==> src/rtl/prsw_pkg.sv <==
`default_nettype none

package prsw_pkg;

    localparam int unsigned ROM_DEPTH = 16;

    // Setup words sent before the frequency word; unused slots read as zero.
    localparam logic [31:0] SETUP_ROM [ROM_DEPTH] = '{
        32'h0000_0017, 32'h0000_008D, 32'h0000_001C, 32'h2800_1409,
        32'h0111_CE58, 32'h001F_3326, 32'hA000_0005, 32'h8804_3284,
        32'h0D80_6003, 32'h0400_0642, 32'h0005_1401, 32'h0000_0000,
        32'h0000_0000, 32'h0000_0000, 32'h0000_0000, 32'h0000_0000
    };

    // Request kinds carried on s_tuser
    localparam logic MODE_START = 1'b0;
    localparam logic MODE_TICK  = 1'b1;

    // Configuration register indexes
    typedef enum logic [1:0] {
        CFG_HALF_PERIOD = 2'd0,
        CFG_FREQ_BASE   = 2'd1,
        CFG_CHAN_STEP   = 2'd2,
        CFG_UNUSED      = 2'd3
    } cfg_index_t;

    localparam logic [9:0]  HALF_PERIOD_RESET = 10'd100;
    localparam logic [31:0] FREQ_BASE_RESET   = 32'h0000_6430;
    localparam logic [7:0]  CHAN_STEP_RESET   = 8'd6;

endpackage

`default_nettype wire

==> src/rtl/pll_register_sequence_writer.sv <==
`default_nettype none

// Channel   | Direction | Payload
// ----------+-----------+-----------------------------------------------------
// s_*       | in        | tuser = mode (start / tick), tdata = channel
// m_*       | out       | tdata = clock, data, latch, busy, start rejected
// cfg_*     | in        | cfg_index selects register, cfg_data; always ready
//
// Every request updates the sequencer state and its pin levels land in the
// output register on the same edge, so a new request is taken every cycle
// while the output side keeps up.
// A stalled result holds in the output register and drops s_tready; a result
// taken by m_tready frees the slot on that edge, so no bubble appears.
// Reset clears the sequencer to idle with all pins low and loads the defaults.
module pll_register_sequence_writer
    import prsw_pkg::*;
#(
    parameter int unsigned SETUP_WORDS = 11,
    parameter int unsigned WORD_BITS   = 32
)
(
    input  wire logic        clk,
    input  wire logic        rst_n,

    input  wire logic        s_tvalid,
    output logic             s_tready,
    input  wire logic [7:0]  s_tdata,   // [7:0] channel
    input  wire logic        s_tuser,   // [0] mode: start or tick

    output logic             m_tvalid,
    input  wire logic        m_tready,
    // [0] serial_clock, [1] serial_data, [2] latch_enable, [3] busy_res,
    // [4] start_rejected, [7:5] zero
    output logic [7:0]       m_tdata,

    input  wire logic        cfg_valid,
    output logic             cfg_ready,
    input  wire logic [1:0]  cfg_index,
    input  wire logic [31:0] cfg_data
);

    typedef enum logic [2:0] {
        PH_IDLE  = 3'd0,
        PH_PRE   = 3'd1,
        PH_DATA  = 3'd2,
        PH_CLKHI = 3'd3,
        PH_POST  = 3'd4,
        PH_LEHI  = 3'd5,
        PH_LELO  = 3'd6
    } phase_t;

    localparam logic [3:0] LAST_SETUP = 4'(SETUP_WORDS);
    localparam logic [5:0] BIT_COUNT  = 6'(WORD_BITS);

    // Configuration
    logic [9:0]  half_period_reg;
    logic [31:0] freq_base_reg;
    logic [7:0]  chan_step_reg;

    // Sequencer state
    phase_t                 phase_reg,      phase_next;
    logic [3:0]             word_idx_reg,   word_idx_next;
    logic [5:0]             bit_idx_reg,    bit_idx_next;
    logic [WORD_BITS-1:0]   shift_reg,      shift_next;
    logic [9:0]             wait_cnt_reg,   wait_cnt_next;
    logic [31:0]            final_word_reg, final_word_next;
    logic                   clk_pin_reg,    clk_pin_next;
    logic                   data_pin_reg,   data_pin_next;
    logic                   le_pin_reg,     le_pin_next;

    // Output register
    logic       m_valid_reg;
    logic [7:0] m_data_reg;

    logic        accept;
    logic        busy;
    logic        rejected;
    logic [9:0]  half_eff;
    logic [9:0]  wait_inc;
    logic [15:0] chan_prod;
    logic [3:0]  word_idx_inc;
    logic [5:0]  bit_idx_inc;
    logic [31:0] next_word;

    assign s_tready  = !m_valid_reg || m_tready;
    assign accept    = s_tvalid && s_tready;
    assign cfg_ready = 1'b1;
    assign m_tvalid  = m_valid_reg;
    assign m_tdata   = m_data_reg;

    assign busy         = (phase_reg != PH_IDLE);
    assign rejected     = (s_tuser == MODE_START) && busy;
    assign half_eff     = (half_period_reg == 10'd0) ? 10'd1 : half_period_reg;
    assign wait_inc     = wait_cnt_reg + 10'd1;
    assign chan_prod    = 16'(s_tdata) * 16'(chan_step_reg);
    assign word_idx_inc = word_idx_reg + 4'd1;
    assign bit_idx_inc  = bit_idx_reg + 6'd1;
    // Word that follows the current one: ROM slot or the frequency word
    assign next_word    = (word_idx_inc < LAST_SETUP) ? SETUP_ROM[word_idx_inc]
                                                      : final_word_reg;

    always_comb
    begin
        phase_next      = phase_reg;
        word_idx_next   = word_idx_reg;
        bit_idx_next    = bit_idx_reg;
        shift_next      = shift_reg;
        wait_cnt_next   = wait_cnt_reg;
        final_word_next = final_word_reg;
        clk_pin_next    = clk_pin_reg;
        data_pin_next   = data_pin_reg;
        le_pin_next     = le_pin_reg;

        if (s_tuser == MODE_START)
        begin
            if (!busy)
            begin
                // Latch the frequency word and start with the first ROM word
                final_word_next = freq_base_reg + {12'd0, chan_prod, 4'd0};
                word_idx_next   = 4'd0;
                bit_idx_next    = 6'd0;
                shift_next      = (LAST_SETUP != 4'd0) ? SETUP_ROM[0][WORD_BITS-1:0]
                                                       : final_word_next[WORD_BITS-1:0];
                wait_cnt_next   = 10'd0;
                clk_pin_next    = 1'b0;
                le_pin_next     = 1'b0;
                phase_next      = PH_PRE;
            end
        end
        else if (busy)
        begin
            wait_cnt_next = wait_inc;
            if (wait_inc >= half_eff)
            begin
                wait_cnt_next = 10'd0;
                case (phase_reg)
                    PH_PRE:
                    begin
                        data_pin_next = shift_reg[WORD_BITS-1];
                        phase_next    = PH_DATA;
                    end
                    PH_DATA:
                    begin
                        clk_pin_next = 1'b1;
                        phase_next   = PH_CLKHI;
                    end
                    PH_CLKHI:
                    begin
                        // Falling clock edge: advance to the next bit
                        clk_pin_next = 1'b0;
                        shift_next   = shift_reg << 1;
                        bit_idx_next = bit_idx_inc;
                        if (bit_idx_inc < BIT_COUNT)
                        begin
                            data_pin_next = shift_reg[WORD_BITS-2];
                            phase_next    = PH_DATA;
                        end
                        else
                        begin
                            phase_next = PH_POST;
                        end
                    end
                    PH_POST:
                    begin
                        le_pin_next = 1'b1;
                        phase_next  = PH_LEHI;
                    end
                    PH_LEHI:
                    begin
                        le_pin_next = 1'b0;
                        phase_next  = PH_LELO;
                    end
                    PH_LELO:
                    begin
                        if (word_idx_reg >= LAST_SETUP)
                        begin
                            phase_next = PH_IDLE;
                        end
                        else
                        begin
                            word_idx_next = word_idx_inc;
                            bit_idx_next  = 6'd0;
                            shift_next    = next_word[WORD_BITS-1:0];
                            clk_pin_next  = 1'b0;
                            le_pin_next   = 1'b0;
                            phase_next    = PH_PRE;
                        end
                    end
                    default:
                    begin
                        phase_next = PH_IDLE;
                    end
                endcase
            end
        end
    end

    // Configuration registers
    always_ff @(posedge clk or negedge rst_n)
    begin
        if (!rst_n)
        begin
            half_period_reg <= HALF_PERIOD_RESET;
            freq_base_reg   <= FREQ_BASE_RESET;
            chan_step_reg   <= CHAN_STEP_RESET;
        end
        else if (cfg_valid && cfg_ready)
        begin
            case (cfg_index)
                CFG_HALF_PERIOD: half_period_reg <= cfg_data[9:0];
                CFG_FREQ_BASE:   freq_base_reg   <= cfg_data;
                CFG_CHAN_STEP:   chan_step_reg   <= cfg_data[7:0];
                default:         ;
            endcase
        end
    end

    // Sequencer state and output register
    always_ff @(posedge clk or negedge rst_n)
    begin
        if (!rst_n)
        begin
            phase_reg      <= PH_IDLE;
            word_idx_reg   <= 4'd0;
            bit_idx_reg    <= 6'd0;
            shift_reg      <= '0;
            wait_cnt_reg   <= 10'd0;
            final_word_reg <= 32'd0;
            clk_pin_reg    <= 1'b0;
            data_pin_reg   <= 1'b0;
            le_pin_reg     <= 1'b0;
            m_valid_reg    <= 1'b0;
            m_data_reg     <= 8'd0;
        end
        else
        begin
            if (accept)
            begin
                phase_reg      <= phase_next;
                word_idx_reg   <= word_idx_next;
                bit_idx_reg    <= bit_idx_next;
                shift_reg      <= shift_next;
                wait_cnt_reg   <= wait_cnt_next;
                final_word_reg <= final_word_next;
                clk_pin_reg    <= clk_pin_next;
                data_pin_reg   <= data_pin_next;
                le_pin_reg     <= le_pin_next;
                m_valid_reg    <= 1'b1;
                m_data_reg     <= {3'd0, rejected, (phase_next != PH_IDLE),
                                   le_pin_next, data_pin_next, clk_pin_next};
            end
            else if (m_tready)
            begin
                m_valid_reg <= 1'b0;
            end
        end
    end

    // Clock and latch are never high together on the pins
    assert property (@(posedge clk) disable iff (!rst_n)
        m_valid_reg |-> !(m_data_reg[0] && m_data_reg[2]))
        else $error("clock and latch enable high together");

    // Idle sequencer leaves clock and latch low
    assert property (@(posedge clk) disable iff (!rst_n)
        (phase_reg == PH_IDLE) |-> (!clk_pin_reg && !le_pin_reg))
        else $error("pin left high while idle");

    // Bit counter never runs past the word length
    assert property (@(posedge clk) disable iff (!rst_n)
        bit_idx_reg <= BIT_COUNT)
        else $error("bit index past word length");

    // A start taken while idle always leaves the sequencer busy
    assert property (@(posedge clk) disable iff (!rst_n)
        (accept && (s_tuser == MODE_START) && !busy) |=> (phase_reg == PH_PRE))
        else $error("start did not launch sequence");

endmodule

`default_nettype wire

==> config.mk <==
export PLATFORM = sky130hd
export DESIGN_NAME = pll_register_sequence_writer
export DESIGN_NICKNAME = d
export VERILOG_FILES = /design/src/rtl/prsw_pkg.sv /design/src/rtl/pll_register_sequence_writer.sv
export SDC_FILE = /design/constraint.sdc
export NUM_CORES = 1
export LEC_CHECK = 0
export BUFFER_PORTS_ARGS = -buffer_cell sky130_fd_sc_hd__buf_4
export CAP_MARGIN = 20
export CORE_AREA = 2 2 177 179
export CTS_CLUSTER_SIZE = 10
export DETAILED_ROUTE_END_ITERATION = 6
export DIE_AREA = 0 0 179 181
export GPL_TIMING_DRIVEN = 1
export SYNTH_ARGS = -nofsm -noshare
export SYNTH_HDL_FRONTEND = slang
export SYNTH_SLANG_ARGS = --single-unit
==> constraint.sdc <==
create_clock -name clk -period 6.86 [get_ports clk]
set_input_delay 0.686 -clock clk [delete_from_list [all_inputs] [get_ports clk]]
set_output_delay 0.686 -clock clk [all_outputs]
set_load 0.03 [all_outputs]
==> results by group <==
Run status
  • Status: complete, no violations

Floorplan
  • Die Wd: 179 µm
  • Initial cell density of the core: 0.337
  • Die area: 32400 µm²
  • IO Count: 59
  • CORE AREA: 30300 µm²
  • Row cnt: 64
  • Die height: 181 µm

Global routing
  • Vias in the first global route: 7737
  • Largest net degree at the start of global routing: 73
  • GRT Total Usage: 0.149
  • First-pass GRT wire length: 39000 µm
  • Initial antenna violation count: 0
  • Global route overflow: 0

Routing
  • Initial DRC Count: 597
  • Post-Route WL: 23000 µm
  • First-pass iteration count of the detailed router: 5
  • Drt drc: 0
  • Drt wl/cell: 14.9 µm
  • Vias after detailed routing: 7781
  • Routed Antenna Nets: 0
  • Vias per cell: 5.05

Finish
  • Nets: 1295
  • Antenna Cells: 0
  • Area Growth Syn to Fin: 13.5%
  • Cell Count, Final, Fillers Out: 1542
  • Layout cell share with drive strength beyond 1: 0.144
  • Commonest cells after routing, fill and taps aside: 146 x nand2_1, 133 x dfrtp_1, 99 x o21ai_0, 77 x ha_1, 75 x inv_1
  • Commonest non-fill, non-tap cell in the layout: nand2_1

Synthesis
  • EDFF count, synth: 0
  • Ys Warns: 0
  • Synth cell types: 66
  • Syn avg cell area: 9.29 µm²
  • Synth Flop Type: dfrtp_1
  • Synth Instances: 1099
  • Seq/Total Area, Yosys: 0.352
  • Synthesized area: 10200 µm²
  • Yosys reg bits: 143
  • Asr flop ratio synth: 1.00

Timing
  • Fmax: 165 MHz
  • Sum Neg Setup Slack: 0 ns
  • Fin. Hold Viols: 0
  • Worst Setup Slack, final: 0.784 ns
  • Relative slew slack: 0.382
  • Setup Viol. Count Final: 0
  • Final period utilization: 0.886
  • RSZ-0062 raised after global routing: false
  • Worst slew pin tran: 0.926 ns
  • Fin Clk Skew: 0.0194 ns
  • Slew Limit Fails: 0
  • Min Tclk post-route: 6.08 ns

Placement
  • IO buf count: 54
  • Global placement routability congestion: 0.836
  • Place WS: 0.585 ns
  • Final HPWL DP: 16900 µm
  • Dpl cells: 1510

Clock network
  • Clock Tree Root: clkbuf_16
  • H-tree depth: 4
  • Clk sinks: 143
  • CTS hold repair buffers: 0
  • CTS resizes: 0
  • Clock Tree Buf Depth: 2
  • TritonCTS buffer count: 17
  • Clock Latency Late Sink: 0.44 ns
  • Setup bufs post-CTS: 0
  • CTS tree: done
  • Worst-path clk slew: 0.07 ns

Power and ir drop
  • PwrDens: 423 nW/µm²
  • Peak VDD IR: 0.000436 V
  • Leakage: 0.00529 µW

Setup path
  • Worst Setup End Kind: register
  • FF-to-FF setup slack: 0.78 ns
  • Crit path kind: reg -> reg
  • Crit-path max cell delay: 0.55 ns
  • Startpoint types: register
  • CP max stage cell: fa_1
  • Critical path arrival: 6.42 ns
  • Worst path cell trace: nand2_1 > fa_1 > fa_1 > inv_1 > fa_1 > inv_1 > fa_1 > inv_1 > ha_1 > nand2_1 > o21ai_0 > nor4_1 > nor3_1 > a211oi_1 > xnor2_1 > ha_1 > inv_1 > o21bai_1 > a21oi_1 > a21oi_1 > o21ai_0 > xor2_1 > o21ai_0
  • Maximum fanout along the worst path: 9
  • Critical path required time: 7.20 ns

Job
  • Max-cap violations: 0

Worst hold path
  • Worst Hold Class: in -> async
-- synth_stat cells (11+ instances only) --
library cell,instances,share of area
fa_1,37,0.073
nand2_1,146,0.054
o211ai_1,13,0.0096
dfrtp_1,133,0.33
a211oi_1,18,0.013
nor3_1,11,0.0054
a21oi_1,53,0.026
mux2_2,49,0.054
buf_4,12,0.0088
xnor2_1,30,0.026
a21o_1,19,0.014
xor2_1,19,0.016
clkbuf_1,27,0.0099
ha_1,77,0.094
o21ai_0,99,0.049
inv_1,75,0.028
o31ai_1,11,0.0081
nor2_1,47,0.017
nand3_1,30,0.015
and2_1,56,0.034
-- power by group --
| part | internal [µW] | total [µW] | switching [µW] |
|---|---|---|---|
| logic | 1250 | 2870 | 1630 |
| registers | 919 | 1010 | 85.9 |
| clock network | 622 | 1030 | 404 |
-- layer usage --
layer / routed length [µm] / global-route usage / vias up
met5: 0 / 0 / -
met4: 182 / 0.0328 / 0
met3: 727 / 0.0299 / 16
met2: 10900 / 0.234 / 105
met1: 11200 / 0.210 / 3789
li1: - / - / 3871
-- cell type report --
class,count,area [µm²]
inverter,76,285
clock inverter,15,223
tap,396,495
fill,3053,18800
sequential,143,3590
timing repair buffer,63,477
clock buffer,17,425
multi-input combinational,832,6100
-- logic make-up after synthesis --
| kind of cell | count (synthesis) | synth area share |
|---|---|---|
| AOI/OAI and AO/OA | 271 | 0.166 |
| adders and majority gates | 114 | 0.167 |
| other | 2 | 0.000735 |
| and+or+nand+nor | 338 | 0.158 |
| muxes | 54 | 0.0589 |
| DFF | 143 | 0.352 |
| xor gates and xnor gates | 51 | 0.0452 |
| buffers and inverters | 126 | 0.0530 |
-- per-stage QoR --
step | util | hold slack (ns) | area, µm² | power [µW]
6_report | 0.382 | 0.242 | 11600 | 4900
3_3_place_gp | 0.361 | 0.454 | 10900 | 3880
4_1_cts | 0.382 | 0.292 | 11600 | 4950
3_5_place_dp | 0.361 | 0.462 | 10900 | 3890
5_1_grt | 0.382 | 0.312 | 11600 | 5380
2_1_floorplan | - | 0.390 | 10200 | 3290
-- critical path, delay by kind of cell (launching register included) --
family	cells	cell delay [ns]
AOI/OAI and AO/OA	7	1.53
and+or+nand+nor	4	0.53
buffers and inverters	4	0.25
xor gates and xnor gates	2	0.34
DFF	1	0.52
adders and majority gates	6	2.82
-- worst paths after layout --
| path | startpoint | to | depth (start not counted) |
|---|---|---|---|
| setup / recovery | chan_step_reg[7] | final_word_reg[30] | 23 |
| hold / removal | rst_n | bit_idx_reg[3] | 1 |
| setup reg to reg | chan_step_reg[7] | final_word_reg[30] | 23 |
| hold reg to reg | shift_reg[14] | shift_reg[14] | 2 |
| max in group asynchronous | rst_n | freq_base_reg[7] | 2 |
| min in group clk | s_tvalid | m_tvalid | 2 |
(Power assumes the default switching activity.)
